<file path="src/rtl/frf_pkg.sv">
// Shared types and constants for the false-position root finder.
// Used by frf_div, frf_dp, frf_ctrl and the top level; no dependencies.
package frf_pkg;

  // Field and datapath widths
  localparam int XW       = 32;            // Q16.16 point and function value
  localparam int CNTW     = 16;            // iteration counter / limit
  localparam int TOLW     = 31;            // convergence tolerance
  localparam int CFG_IDXW = 1;             // config register index
  localparam int CFG_DW   = TOLW;          // config data, widest register
  localparam int PRODW    = 2 * XW;        // full product
  localparam int NUMW     = PRODW + 1;     // difference of two products
  localparam int DENW     = XW + 1;        // difference of two f values
  localparam int QW       = PRODW;         // quotient before saturation
  localparam int DIV_ITERS = QW / 2;       // two quotient bits per cycle
  localparam int DIV_CNTW  = $clog2(DIV_ITERS);

  // Config register indexes and reset values
  localparam logic [CFG_IDXW-1:0] CFG_ZERO_TOL   = 1'b0;
  localparam logic [CFG_IDXW-1:0] CFG_ITER_LIMIT = 1'b1;
  localparam logic [TOLW-1:0]     TOL_RESET      = 31'd7;
  localparam logic [CNTW-1:0]     LIMIT_RESET    = 16'd100;

  // Input beat kinds
  localparam logic IN_START = 1'b0;
  localparam logic IN_FVAL  = 1'b1;

  // Result status codes
  typedef enum logic [1:0] {
    ST_EVAL     = 2'd0,
    ST_ROOT     = 2'd1,
    ST_LIMIT    = 2'd2,
    ST_ZERO_DEN = 2'd3
  } status_t;

  // Source of the result point
  typedef enum logic [1:0] {
    RES_LEFT  = 2'd0,
    RES_RIGHT = 2'd1,
    RES_EST   = 2'd2,
    RES_ZERO  = 2'd3
  } res_sel_t;

  // Controller to datapath commands
  typedef struct packed {
    logic     ld_start;
    logic     ld_left_f;
    logic     ld_right_f;
    logic     step;
    logic     mul_a;
    logic     mul_b;
    logic     sub;
    logic     mag;
    logic     div_start;
    logic     est_load;
    logic     out_load;
    res_sel_t res_sel;
  } frf_cmd_t;

  // Datapath to controller status
  typedef struct packed {
    logic cont;      // not converged and below the limit
    logic lim_hit;   // count at or above the limit
    logic den_zero;  // zero denominator
    logic div_done;  // quotient ready
  } frf_sts_t;

endpackage

</file>
<file path="src/rtl/frf_div.sv">
// Serial unsigned divider, 64-bit dividend by 33-bit divisor, radix 4.
// Depends on frf_pkg.
module frf_div (
  input  logic                       clk,
  input  logic                       rst_n,
  input  logic                       start,
  input  logic [frf_pkg::QW-1:0]     dividend,
  input  logic [frf_pkg::DENW-1:0]   divisor,
  output logic                       done,
  output logic [frf_pkg::QW-1:0]     quotient
);

  logic [frf_pkg::DENW-1:0]     rem_r;
  logic [frf_pkg::QW-1:0]       quo_r;
  logic [frf_pkg::DENW-1:0]     div_r;
  logic [frf_pkg::DIV_CNTW-1:0] cnt_r;
  logic                         busy_r;
  logic                         done_r;
  logic [frf_pkg::DENW:0]       s1;
  logic [frf_pkg::DENW:0]       s2;

  // One restoring step: {quotient bit, new remainder}
  function automatic logic [frf_pkg::DENW:0] div_step(
    input logic [frf_pkg::DENW-1:0] rem,
    input logic                     nb,
    input logic [frf_pkg::DENW-1:0] d
  );
    logic [frf_pkg::DENW:0] t;
    logic [frf_pkg::DENW:0] diff;
    t    = {rem, nb};
    diff = t - {1'b0, d};
    if (!diff[frf_pkg::DENW]) begin
      div_step = {1'b1, diff[frf_pkg::DENW-1:0]};
    end else begin
      div_step = {1'b0, t[frf_pkg::DENW-1:0]};
    end
  endfunction

  // Two bits per cycle
  assign s1 = div_step(rem_r, quo_r[frf_pkg::QW-1], div_r);
  assign s2 = div_step(s1[frf_pkg::DENW-1:0], quo_r[frf_pkg::QW-2], div_r);

  always_ff @(posedge clk) begin
    if (!rst_n) begin
      busy_r <= 1'b0;
      done_r <= 1'b0;
      cnt_r  <= '0;
    end else begin
      done_r <= 1'b0;
      if (start) begin
        busy_r <= 1'b1;
        cnt_r  <= '0;
      end else if (busy_r) begin
        cnt_r <= cnt_r + 1'b1;
        if (cnt_r == frf_pkg::DIV_CNTW'(frf_pkg::DIV_ITERS - 1)) begin
          busy_r <= 1'b0;
          done_r <= 1'b1;
        end
      end
    end
  end

  // Shift register: dividend bits leave at the top, quotient bits enter below
  always_ff @(posedge clk) begin
    if (start) begin
      rem_r <= '0;
      quo_r <= dividend;
      div_r <= divisor;
    end else if (busy_r) begin
      rem_r <= s2[frf_pkg::DENW-1:0];
      quo_r <= {quo_r[frf_pkg::QW-3:0], s1[frf_pkg::DENW], s2[frf_pkg::DENW]};
    end
  end

  assign done     = done_r;
  assign quotient = quo_r;

endmodule

</file>
<file path="src/rtl/frf_dp.sv">
// Datapath: bracket registers, shared multiplier, magnitude stage,
// divider and result register. Depends on frf_pkg and frf_div.
module frf_dp (
  input  logic                           clk,
  input  logic                           rst_n,
  input  logic                           cfg_wr_en,
  input  logic [frf_pkg::CFG_IDXW-1:0]   cfg_index,
  input  logic [frf_pkg::CFG_DW-1:0]     cfg_data,
  input  logic signed [frf_pkg::XW-1:0]  in_x_low,
  input  logic signed [frf_pkg::XW-1:0]  in_x_high,
  input  logic signed [frf_pkg::XW-1:0]  in_f_value,
  input  frf_pkg::frf_cmd_t              cmd,
  output frf_pkg::frf_sts_t              sts,
  output logic signed [frf_pkg::XW-1:0]  out_x_value
);

  logic [frf_pkg::TOLW-1:0]        tol_r;
  logic [frf_pkg::CNTW-1:0]        limit_r;
  logic [frf_pkg::CNTW-1:0]        cnt_r;
  logic signed [frf_pkg::XW-1:0]   left_x_r;
  logic signed [frf_pkg::XW-1:0]   right_x_r;
  logic signed [frf_pkg::XW-1:0]   left_f_r;
  logic signed [frf_pkg::XW-1:0]   right_f_r;
  logic signed [frf_pkg::XW-1:0]   est_r;
  logic signed [frf_pkg::XW-1:0]   out_x_r;
  logic signed [frf_pkg::PRODW-1:0] prod_a_r;
  logic signed [frf_pkg::PRODW-1:0] prod_b_r;
  logic [frf_pkg::NUMW-1:0]        num_r;
  logic [frf_pkg::DENW-1:0]        den_r;
  logic [frf_pkg::QW-1:0]          un_r;
  logic [frf_pkg::DENW-1:0]        ud_r;
  logic                            neg_r;
  logic                            den_zero_r;

  logic signed [frf_pkg::XW-1:0]    mul_x;
  logic signed [frf_pkg::XW-1:0]    mul_f;
  logic signed [frf_pkg::PRODW-1:0] mul_p;
  logic [frf_pkg::NUMW-1:0]         num_abs;
  logic [frf_pkg::DENW-1:0]         den_abs;
  logic [frf_pkg::XW-1:0]           fv_mag;
  logic                             flip;
  logic                             div_done;
  logic [frf_pkg::QW-1:0]           quo;
  logic                             q_ovf;
  logic [frf_pkg::XW-1:0]           sat;

  // Config registers
  always_ff @(posedge clk) begin
    if (!rst_n) begin
      tol_r   <= frf_pkg::TOL_RESET;
      limit_r <= frf_pkg::LIMIT_RESET;
    end else if (cfg_wr_en) begin
      unique case (cfg_index)
        frf_pkg::CFG_ZERO_TOL:   tol_r   <= cfg_data;
        frf_pkg::CFG_ITER_LIMIT: limit_r <= cfg_data[frf_pkg::CNTW-1:0];
        default: ;
      endcase
    end
  end

  // Convergence and limit checks on the returned value
  assign fv_mag = in_f_value[frf_pkg::XW-1] ? (frf_pkg::XW'(0) - in_f_value) : in_f_value;
  assign sts.cont = (fv_mag > {1'b0, tol_r}) && (cnt_r < limit_r);
  assign sts.lim_hit  = (cnt_r >= limit_r);
  assign sts.den_zero = den_zero_r;
  assign sts.div_done = div_done;

  // Product of the old left f and the new f is negative
  assign flip = (left_f_r[frf_pkg::XW-1] != in_f_value[frf_pkg::XW-1]) &&
                (left_f_r != '0) && (in_f_value != '0);

  // Bracket and iteration count
  always_ff @(posedge clk) begin
    if (!rst_n) begin
      cnt_r <= '0;
    end else if (cmd.ld_start) begin
      cnt_r <= '0;
    end else if (cmd.step) begin
      cnt_r <= cnt_r + 1'b1;
    end
  end

  always_ff @(posedge clk) begin
    if (cmd.ld_start) begin
      left_x_r  <= in_x_low;
      right_x_r <= in_x_high;
    end
    if (cmd.ld_left_f) begin
      left_f_r <= in_f_value;
    end
    if (cmd.ld_right_f) begin
      right_f_r <= in_f_value;
    end
    if (cmd.step) begin
      if (flip) begin
        right_x_r <= est_r;
        right_f_r <= in_f_value;
      end else begin
        left_x_r <= est_r;
        left_f_r <= in_f_value;
      end
    end
  end

  // Shared 32x32 multiplier, one product per cycle
  assign mul_x = cmd.mul_a ? right_x_r : left_x_r;
  assign mul_f = cmd.mul_a ? left_f_r  : right_f_r;
  assign mul_p = mul_x * mul_f;

  always_ff @(posedge clk) begin
    if (cmd.mul_a) begin
      prod_a_r <= mul_p;
    end
    if (cmd.mul_b) begin
      prod_b_r <= mul_p;
    end
  end

  // Numerator and denominator
  always_ff @(posedge clk) begin
    if (cmd.sub) begin
      num_r <= {prod_a_r[frf_pkg::PRODW-1], prod_a_r} - {prod_b_r[frf_pkg::PRODW-1], prod_b_r};
      den_r <= {left_f_r[frf_pkg::XW-1], left_f_r} - {right_f_r[frf_pkg::XW-1], right_f_r};
    end
  end

  // Magnitudes and quotient sign
  assign num_abs = num_r[frf_pkg::NUMW-1] ? (frf_pkg::NUMW'(0) - num_r) : num_r;
  assign den_abs = den_r[frf_pkg::DENW-1] ? (frf_pkg::DENW'(0) - den_r) : den_r;

  always_ff @(posedge clk) begin
    if (cmd.mag) begin
      un_r       <= num_abs[frf_pkg::QW-1:0];
      ud_r       <= den_abs;
      neg_r      <= num_r[frf_pkg::NUMW-1] ^ den_r[frf_pkg::DENW-1];
      den_zero_r <= (den_r == '0);
    end
  end

  frf_div u_div (
    .clk      (clk),
    .rst_n    (rst_n),
    .start    (cmd.div_start),
    .dividend (un_r),
    .divisor  (ud_r),
    .done     (div_done),
    .quotient (quo)
  );

  // Saturate the signed quotient to 32 bits
  assign q_ovf = |quo[frf_pkg::QW-1:frf_pkg::XW-1];
  always_comb begin
    if (neg_r) begin
      sat = q_ovf ? {1'b1, {(frf_pkg::XW-1){1'b0}}} : (frf_pkg::XW'(0) - quo[frf_pkg::XW-1:0]);
    end else begin
      sat = q_ovf ? {1'b0, {(frf_pkg::XW-1){1'b1}}} : quo[frf_pkg::XW-1:0];
    end
  end

  always_ff @(posedge clk) begin
    if (cmd.est_load) begin
      est_r <= sat;
    end
  end

  // Result register
  always_ff @(posedge clk) begin
    if (cmd.out_load) begin
      case (cmd.res_sel)
        frf_pkg::RES_LEFT:  out_x_r <= left_x_r;
        frf_pkg::RES_RIGHT: out_x_r <= right_x_r;
        frf_pkg::RES_EST:   out_x_r <= est_r;
        default:            out_x_r <= '0;
      endcase
    end
  end

  assign out_x_value = out_x_r;

endmodule

</file>
<file path="src/rtl/frf_ctrl.sv">
// Controller: search phase, estimate sequencing and result handshake.
// Depends on frf_pkg.
module frf_ctrl (
  input  logic              clk,
  input  logic              rst_n,
  input  logic              in_valid,
  input  logic              in_func,
  output logic              in_ready,
  output logic              out_valid,
  input  logic              out_ready,
  output logic [1:0]        out_status,
  input  frf_pkg::frf_sts_t sts,
  output frf_pkg::frf_cmd_t cmd
);

  typedef enum logic [2:0] {
    S_WAIT, S_MUL_A, S_MUL_B, S_SUB, S_MAG, S_CHK, S_DIV, S_EMIT
  } state_t;

  typedef enum logic [1:0] {
    PH_IDLE, PH_LEFT, PH_RIGHT, PH_EST
  } phase_t;

  state_t            state_r,      state_nxt;
  phase_t            phase_r,      phase_nxt;
  frf_pkg::status_t  res_status_r, res_status_nxt;
  frf_pkg::res_sel_t res_sel_r,    res_sel_nxt;
  frf_pkg::status_t  out_status_r, out_status_nxt;
  logic              out_valid_r,  out_valid_nxt;

  // Next state and commands
  always_comb begin
    state_nxt      = state_r;
    phase_nxt      = phase_r;
    res_status_nxt = res_status_r;
    res_sel_nxt    = res_sel_r;
    out_status_nxt = out_status_r;
    cmd            = '0;
    cmd.res_sel    = res_sel_r;

    unique case (state_r)
      S_WAIT: begin
        if (in_valid) begin
          if (in_func == frf_pkg::IN_START) begin
            cmd.ld_start   = 1'b1;
            phase_nxt      = PH_LEFT;
            res_status_nxt = frf_pkg::ST_EVAL;
            res_sel_nxt    = frf_pkg::RES_LEFT;
            state_nxt      = S_EMIT;
          end else begin
            unique case (phase_r)
              PH_IDLE: ;
              PH_LEFT: begin
                cmd.ld_left_f  = 1'b1;
                phase_nxt      = PH_RIGHT;
                res_status_nxt = frf_pkg::ST_EVAL;
                res_sel_nxt    = frf_pkg::RES_RIGHT;
                state_nxt      = S_EMIT;
              end
              PH_RIGHT: begin
                cmd.ld_right_f = 1'b1;
                state_nxt      = S_MUL_A;
              end
              PH_EST: begin
                if (sts.cont) begin
                  cmd.step  = 1'b1;
                  state_nxt = S_MUL_A;
                end else begin
                  phase_nxt      = PH_IDLE;
                  res_status_nxt = sts.lim_hit ? frf_pkg::ST_LIMIT : frf_pkg::ST_ROOT;
                  res_sel_nxt    = frf_pkg::RES_EST;
                  state_nxt      = S_EMIT;
                end
              end
              default: ;
            endcase
          end
        end
      end
      S_MUL_A: begin
        cmd.mul_a = 1'b1;
        state_nxt = S_MUL_B;
      end
      S_MUL_B: begin
        cmd.mul_b = 1'b1;
        state_nxt = S_SUB;
      end
      S_SUB: begin
        cmd.sub   = 1'b1;
        state_nxt = S_MAG;
      end
      S_MAG: begin
        cmd.mag   = 1'b1;
        state_nxt = S_CHK;
      end
      S_CHK: begin
        if (sts.den_zero) begin
          phase_nxt      = PH_IDLE;
          res_status_nxt = frf_pkg::ST_ZERO_DEN;
          res_sel_nxt    = frf_pkg::RES_ZERO;
          state_nxt      = S_EMIT;
        end else begin
          cmd.div_start = 1'b1;
          state_nxt     = S_DIV;
        end
      end
      S_DIV: begin
        if (sts.div_done) begin
          cmd.est_load   = 1'b1;
          phase_nxt      = PH_EST;
          res_status_nxt = frf_pkg::ST_EVAL;
          res_sel_nxt    = frf_pkg::RES_EST;
          state_nxt      = S_EMIT;
        end
      end
      S_EMIT: begin
        if (!out_valid_r || out_ready) begin
          cmd.out_load   = 1'b1;
          out_status_nxt = res_status_r;
          state_nxt      = S_WAIT;
        end
      end
      default: state_nxt = S_WAIT;
    endcase

    // Output register valid
    if (cmd.out_load) begin
      out_valid_nxt = 1'b1;
    end else if (out_ready) begin
      out_valid_nxt = 1'b0;
    end else begin
      out_valid_nxt = out_valid_r;
    end
  end

  always_ff @(posedge clk) begin
    if (!rst_n) begin
      state_r      <= S_WAIT;
      phase_r      <= PH_IDLE;
      res_status_r <= frf_pkg::ST_EVAL;
      res_sel_r    <= frf_pkg::RES_ZERO;
      out_status_r <= frf_pkg::ST_EVAL;
      out_valid_r  <= 1'b0;
    end else begin
      state_r      <= state_nxt;
      phase_r      <= phase_nxt;
      res_status_r <= res_status_nxt;
      res_sel_r    <= res_sel_nxt;
      out_status_r <= out_status_nxt;
      out_valid_r  <= out_valid_nxt;
    end
  end

  assign in_ready   = (state_r == S_WAIT);
  assign out_valid  = out_valid_r;
  assign out_status = out_status_r;

`ifndef SYNTHESIS
  // Quotient only arrives while waiting for it
  a_div_in_div: assert property (@(posedge clk) disable iff (!rst_n)
    sts.div_done |-> state_r == S_DIV)
    else $error("divider finished outside the divide state");

  // A pending result beat is never overwritten
  a_no_overwrite: assert property (@(posedge clk) disable iff (!rst_n)
    cmd.out_load |-> (!out_valid_r || out_ready))
    else $error("result register loaded while holding an untaken beat");

  // A final status ends the run
  a_final_idle: assert property (@(posedge clk) disable iff (!rst_n)
    (cmd.out_load && res_status_r != frf_pkg::ST_EVAL) |=> phase_r == PH_IDLE)
    else $error("run still active after a final result");

  // A returned value with no run active is dropped
  a_idle_drop: assert property (@(posedge clk) disable iff (!rst_n)
    (state_r == S_WAIT && in_valid && in_func == frf_pkg::IN_FVAL && phase_r == PH_IDLE)
    |=> state_r == S_WAIT)
    else $error("value beat with no active run produced work");
`endif

endmodule

</file>
<file path="src/rtl/false_position_root_finder.sv">
// False-position root finder, Q16.16; joins frf_ctrl and frf_dp (uses frf_pkg).
// A start or left-end value goes through S_EMIT to the output register; a right-end or estimate
// value that needs a new estimate first passes S_MUL_A, S_MUL_B, S_SUB, S_MAG, S_CHK and
// the radix-4 divider (S_DIV), which is skipped when the denominator is zero.
// One item is in work at a time; input is taken again once the result is in the output register.
// Reset (rst_n, synchronous, active low) idles the search, empties the output, sets
// zero_tol to 7 and iter_limit to 100.
module false_position_root_finder (
  input  logic                           clk,
  input  logic                           rst_n,
  input  logic                           cfg_wr_en,
  input  logic [frf_pkg::CFG_IDXW-1:0]   cfg_index,
  input  logic [frf_pkg::CFG_DW-1:0]     cfg_data,
  input  logic                           in_valid,
  output logic                           in_ready,
  input  logic                           in_func,
  input  logic signed [frf_pkg::XW-1:0]  in_x_low,
  input  logic signed [frf_pkg::XW-1:0]  in_x_high,
  input  logic signed [frf_pkg::XW-1:0]  in_f_value,
  output logic                           out_valid,
  input  logic                           out_ready,
  output logic [1:0]                     out_status,
  output logic signed [frf_pkg::XW-1:0]  out_x_value
);

  frf_pkg::frf_cmd_t cmd;
  frf_pkg::frf_sts_t sts;

  frf_ctrl u_ctrl (
    .clk        (clk),
    .rst_n      (rst_n),
    .in_valid   (in_valid),
    .in_func    (in_func),
    .in_ready   (in_ready),
    .out_valid  (out_valid),
    .out_ready  (out_ready),
    .out_status (out_status),
    .sts        (sts),
    .cmd        (cmd)
  );

  frf_dp u_dp (
    .clk         (clk),
    .rst_n       (rst_n),
    .cfg_wr_en   (cfg_wr_en),
    .cfg_index   (cfg_index),
    .cfg_data    (cfg_data),
    .in_x_low    (in_x_low),
    .in_x_high   (in_x_high),
    .in_f_value  (in_f_value),
    .cmd         (cmd),
    .sts         (sts),
    .out_x_value (out_x_value)
  );

endmodule
</file>
<file path="config.mk">
export PLATFORM = sky130hd
export DESIGN_NAME = false_position_root_finder
export DESIGN_NICKNAME = d
export VERILOG_FILES = /design/src/rtl/frf_pkg.sv /design/src/rtl/frf_div.sv /design/src/rtl/frf_dp.sv /design/src/rtl/frf_ctrl.sv /design/src/rtl/false_position_root_finder.sv
export SDC_FILE = /design/constraint.sdc
export NUM_CORES = 2
export LEC_CHECK = 0
export BUFFER_PORTS_ARGS = -buffer_cell sky130_fd_sc_hd__clkbuf_2
export CORE_ASPECT_RATIO = 1.75
export CORE_MARGIN = 3
export CORE_UTILIZATION = 25
export CTS_BUF_LIST = sky130_fd_sc_hd__clkbuf_8
export CTS_CLUSTER_SIZE = 40
export DETAILED_ROUTE_END_ITERATION = 12
export GPL_TIMING_DRIVEN = 0
export PLACE_DENSITY_LB_ADDON = 0.2
export SLEW_MARGIN = 5
export SYNTH_ARGS = -nofsm -noshare
export SYNTH_HDL_FRONTEND = slang
export SYNTH_SLANG_ARGS = --single-unit
</file>
<file path="constraint.sdc">
create_clock -name clk -period 15.35 [get_ports clk]
set_input_delay 3.07 -clock clk [delete_from_list [all_inputs] [get_ports clk]]
set_output_delay 3.07 -clock clk [all_outputs]
set_load 0.005 [all_outputs]
</file>
== After elaboration in Yosys (flattened, before gate mapping) ==
Index checks and enable logic that the tools add are counted.

* Memories kept: 0
* Latch bits: 0
* Register bits: 729
* Output and inout bits: 36
* Bits in writable memories: 0
* Memory bits (read-only): 0

* Add/sub/neg operators: 10
* Shifts and indexed selects: 0
* Bitwise operators: 4
* $mul: 1
* Multiplexer cells: 78
* Eq/ne operators: 21
* Reduce and logical (&&, ||, !) cells: 22
* Divide/modulo/power cells: 0
* Magnitude comparators: 3

{| class="wikitable"
|+ Operators with widths
! kind !! number
|-
| 32-bit 2-to-1 mux || 19
|-
| 64-bit 2-to-1 mux || 3
|-
| 32-bit one-hot mux with 3 select lines || 1
|-
| 34-bit 2-to-1 mux || 2
|-
| 34-bit by 33-bit subtractor with 34-bit output || 2
|-
| 64-bit by 64-bit subtractor with 65-bit output || 1
|-
| 32-bit by 32-bit multiplier with 64-bit output || 1
|-
| 32-bit nonzero test || 2
|-
| 1-bit by 32-bit subtractor with 32-bit output, first input constant || 2
|-
| 1-bit by 64-bit subtractor with 64-bit output, first input constant || 1
|-
| 33-bit logical NOT || 1
|-
| 33-bit OR reduction || 1
|-
| 1-bit by 33-bit subtractor with 33-bit output, first input constant || 1
|-
| 32-bit by 32-bit subtractor with 33-bit output || 1
|-
| 32-bit by 31-bit > comparator with 1-bit output || 1
|-
| 2-bit 2-to-1 mux || 15
|-
| 3-bit one-hot mux with 8 select lines || 1
|-
| 1-bit 2-to-1 mux || 22
|-
| 3-bit 2-to-1 mux || 6
|-
| 2-bit one-hot mux with 3 select lines || 3
|-
| 16-bit by 1-bit adder with 16-bit output, second input constant || 1
|-
| 16-bit greater-or-equal comparator || 1
|-
| 16-bit < comparator || 1
|-
| 3-bit == test, second input constant || 4
|-
| 29 further kinds || 46
|}

== Logic depth before layout (Yosys ltp) ==
* Word-level depth: 12
* Mapped depth: 36
* Depth with buffers taken out: 31

== By module ==
Synthesis repeated with hierarchy kept, for this count alone.

* Cells, all modules: 7752
* Area, all modules: 75488.6 µm²

{| class="wikitable"
|+ Modules (own cells, without submodules)
! module !! times used !! cells each !! area an instance (µm²)
|-
| frf_dp || 1 || 6706 || 65446.5
|-
| frf_div || 1 || 941 || 9211.3
|-
| frf_ctrl || 1 || 105 || 830.8
|}

== Worst setup path after synthesis ==
No wires, ideal clock.

* Kind: reg2reg
* Start point: register u_ctrl.state_r[0]
* End point: register u_dp.prod_a_r[48] (netlist bit), data pin
* Data required time: 15.085 ns
* Data arrival time: 10.261 ns
* Clock period less this slack: 10.526 ns
* Buffers on the path: 5
* Stages on the path, launching flop included: 31
* Setup time: 0.265 ns
* Setup slack: 4.824 ns
* Cell sequence: dfxtp_1 -> clkbuf_1 -> nor3b_1 -> clkbuf_1 -> clkbuf_1 -> clkbuf_1 -> clkbuf_1 -> a21oi_1 -> nor2_1 -> fa_1 -> fa_1 -> ha_1 -> inv_1 -> fa_1 -> inv_1 -> fa_1 -> fa_1 -> fa_1 -> fa_1 -> ha_1 -> a21o_1 -> a21o_1 -> a2111oi_0 -> nor2_1 -> nor3_1 -> a21oi_1 -> a31oi_1 -> o21bai_1 -> a21oi_1 -> nor2_1 -> o311a_1

* Longest elaborated chain between the ends: 4
* Elaborated cells between the ends (all ways): 5

{| class="wikitable"
|+ Ends and longest elaborated chain
! what !! RTL line !! text
|-
| start, declared || frf_ctrl.sv:24 || <nowiki>state_t state_r, state_nxt;</nowiki>
|-
| start signal, assigned || frf_ctrl.sv:145 || <nowiki>state_r <= state_nxt;</nowiki>
|-
| 3-bit by 1-bit == test with 1-bit output (*) || frf_ctrl.sv:41 || <nowiki>unique case (state_r)</nowiki>
|-
| 1-bit 2-to-1 mux (*) || frf_ctrl.sv:41 ||
|-
| 32-bit 2-to-1 mux, on equally long branches || frf_dp.sv:106, frf_dp.sv:107 ||
|-
| 32-bit by 32-bit multiplier with 64-bit output (*) || frf_dp.sv:108 || <nowiki>assign mul_p = mul_x * mul_f;</nowiki>
|-
| via u_dp.mul_p (one bit) || frf_dp.sv:37 || <nowiki>logic signed [frf_pkg::PRODW-1:0] mul_p;</nowiki>
|-
| end signal, assigned || frf_dp.sv:112 || <nowiki>prod_a_r <= mul_p;</nowiki>
|-
| end, declared || frf_dp.sv:26 || <nowiki>logic signed [frf_pkg::PRODW-1:0] prod_a_r;</nowiki>
|}

Mark *: on every way through the listed nets, which the timed path passes. The rest lies on a longest branch.
A chain may end at the register's enable or synchronous reset.

== Worst setup path in the final report ==
* Start point: register u_ctrl.state_r[2]
* End point: register u_dp.prod_b_r[62] (netlist bit), data pin

* Longest elaborated chain between the ends: 4
* Elaborated cells between the ends (all ways): 5

{| class="wikitable"
|+ Ends and longest elaborated chain
! what !! RTL line !! text
|-
| 3-bit by 1-bit == test with 1-bit output (*) || frf_ctrl.sv:41 ||
|-
| 1-bit 2-to-1 mux (*) || frf_ctrl.sv:41 ||
|-
| 32-bit 2-to-1 mux, on equally long branches || frf_dp.sv:106, frf_dp.sv:107 ||
|-
| 32-bit by 32-bit multiplier with 64-bit output (*) || frf_dp.sv:108 ||
|-
| via u_dp.mul_p (one bit) || frf_dp.sv:37 ||
|-
| end signal, assigned || frf_dp.sv:115 || <nowiki>prod_b_r <= mul_p;</nowiki>
|-
| end, declared || frf_dp.sv:27 || <nowiki>logic signed [frf_pkg::PRODW-1:0] prod_b_r;</nowiki>
|}

Marks and branches as above.

==> metrics <==
status finished, violations left; failing checks capacitance limit, slew limit; Critical Path Fanout Max 10; synth top area cells fa_1 29%, edfxtp_1 19%, ha_1 6.7%; crit path kind reg -> reg; Critical Path Most Common Cell fa_1; # nets final slightly below 10000; max-cap violations 4; hold crit path type reg -> reg; cell area after synthesis 75200 µm²; Initial DRT Pass Iterations 6; Detail Placement HPWL 280.2 mm; CTS tree yes; Most used DFF post-synth edfxtp_1; compound-cell area share of the yosys netlist 9.926%; fin crit share roughly 93%; Core ar. 298400 µm²; initial core utilization 25.20%; CP max-delay cell clkbuf_1; CTS resizes 0; die area just over 300000 µm²; mux contribution to synthesized area under 10%; Chip Height 731.6 µm; clk sinks around 730; largest net degree at the start of global routing 65; Initial DRC Count about 3800; Setup Fix Bufs, Post-CTS 0; vias 59250; Post-synth EDFFs between 400 and 500; first-pass GRT wire length approximately 470 mm; kind of end point of the critical path flip-flop; Total Routed Length ~330 mm; clk_lat worst skew 870 ps; post-synthesis adder-cell area fraction between 30% and 40%; Mean Syn Cell Area 9.584 µm²; DRT antenna net count 0; # DRC 0; routability congestion estimate 1.038; R2R setup slack around 1000 ps; async set-reset flop share out of synthesis 0%; Final setup viols 0; Tmin final 14300 ps; Synth cell types 76; gr ovfl total 0; total track usage 21.39%; number of synthesis warnings 0; Max Root-Sink Buffers 3; ratio of cells with drive above 1 in the final layout about 7.2%; Max stage delay on crit path between 1000 and 1500 ps; Top Ports 170; largest family of logic cells by synthesized area adder cells; clk_skew between 80 and 90 ps; final-report hold violation count 0; Area after DPL 81770 µm²; # port buffers 168; Post-Synth Simple-Gate Area 13.01%; post-synthesis xor/xnor area fraction 3.995%; Synth top area share between 20% and 30%; vias per cell roughly 4.9; Gate Count Post-Synth just under 8000; die span in x between 400 and 500 µm; leading area contributor after synthesis fa_1; vias in the first global route 63510; CTS Buf Count 117; Final Cell Area roughly 84000 µm²; htree depth 3; count leader, synth inv_1; register area share after synthesis about 26%; CP arrival between 10000 and 15000 ps; initial antenna violation count 27; crit path launch type flip-flop; RSZ-0062 raised after global routing no; Syn Nets approximately 9500; WL/cell approximately 27 µm; Synth Register Bits 729; Root Driver clkbuf_8; Max Fclk roughly 70 MHz; WP data required between 15000 and 20000 ps; clock slew at reported path FFs around 70 ps; Final Max Slew Viols 21; worst slew pin tran ~1500 ps; synth cell count leaders 1201 x inv_1, 1086 x fa_1, 980 x nand2_1; num rows between 200 and 300; # hold bufs at CTS 0; Worst slew margin -2.408%; Area Growth Syn to Fin 12.08%
## area by class of cell
type | instances | area, µm²
sequential | 729 | 19460
timing repair buffer | 220 | 1519
antenna | 20 | 50.05
multi-input combinational | 5583 | 50180
tap | 3871 | 4843
clock inverter | 89 | 716.9
inverter | 1202 | 4514
buffer | 333 | 1265
fill | 31820 | 214100
clock buffer | 126 | 1734
## worst max-delay path: cells and delay by family (launching register included)
family,cells,cell delay (ps)
compound gates,11,3660
simple gates,2,490
buf+inv,9,4300
flops,1,310
fa+ha+maj,9,4540
xor+xnor,1,630
## sequential cells by signal, summed over array words and instances, names as in the netlist, 32 cells and up
signal	cells
u_dp.num_r	65
u_dp.u_div.quotient	64
u_dp.ud_r	33
u_dp.u_div.div_r	33
u_dp.right_f_r	32
u_dp.right_x_r	32
u_dp.prod_a_r	64
u_dp.est_r	32
u_dp.out_x_value	32
u_dp.un_r	64
u_dp.prod_b_r	64
u_dp.u_div.rem_r	33
u_dp.left_f_r	32
u_dp.den_r	33
u_dp.left_x_r	32
## metal layers
layer	part of all wire [%]	GRT usage [%]	up-vias
met3	5.0	3.055	779
li1	-	-	26200
met5	0.032	0	-
met1	33	21.61	30290
met2	53	39.60	1970
met4	8.9	15.51	16
## stage by stage
stage          setup WS (ps)  TNS [ps]  instances  utilization (%)  hold slack, ps
2_1_floorplan           4824         0       7847                -           400.3
3_3_place_gp           -2641   -115210      11890            27.11           404.2
3_5_place_dp            1075         0      11940            27.40           404.5
4_1_cts                989.1         0      12150            28.22           345.9
5_1_grt                847.0         0      12160            28.23           372.8
6_report                1045         0      12170            28.24           368.1
## final timing paths
kind,from,endpoint,cells past startpoint
worst max-delay path,u_ctrl.state_r[2]$_SDFFE_PN0P_,u_dp.prod_b_r[62]$_DFFE_PP_,32
worst max register to register,u_ctrl.state_r[2]$_SDFFE_PN0P_,u_dp.prod_b_r[62]$_DFFE_PP_,32
worst min-delay path,u_dp.ud_r[15]$_DFFE_PP_,u_dp.u_div.div_r[15]$_DFFE_PP_,0
worst min register to register,u_dp.ud_r[15]$_DFFE_PP_,u_dp.u_div.div_r[15]$_DFFE_PP_,0
## placed cells by master, fill, tap and decap left out, types with 249 or more instances in the layout
cell / synthesis / layout
ha_1: 401 / 401
o21ai_0: 249 / 249
xnor2_1: 266 / 266
fa_1: 1086 / 1085
inv_1: 1201 / 1229
edfxtp_1: 486 / 486
nor2_1: 790 / 788
a21oi_1: 360 / 344
clkbuf_1: 310 / 301
nand2_1: 980 / 980
## cell families after synthesis
| group | Yosys count |
|---|---|
| XOR/XNOR | 343 |
| AO/OA/AOI/OAI | 1178 |
| adder cells (fa/ha/maj) | 1487 |
| AND/OR/NAND/NOR | 2292 |
| flip-flops | 729 |
| multiplexers | 283 |
| buffers and inverters | 1535 |
Power is left out: the tool's default activity adds up to more than one toggle a clock period on the data nets, which glitch-free logic cannot reach.
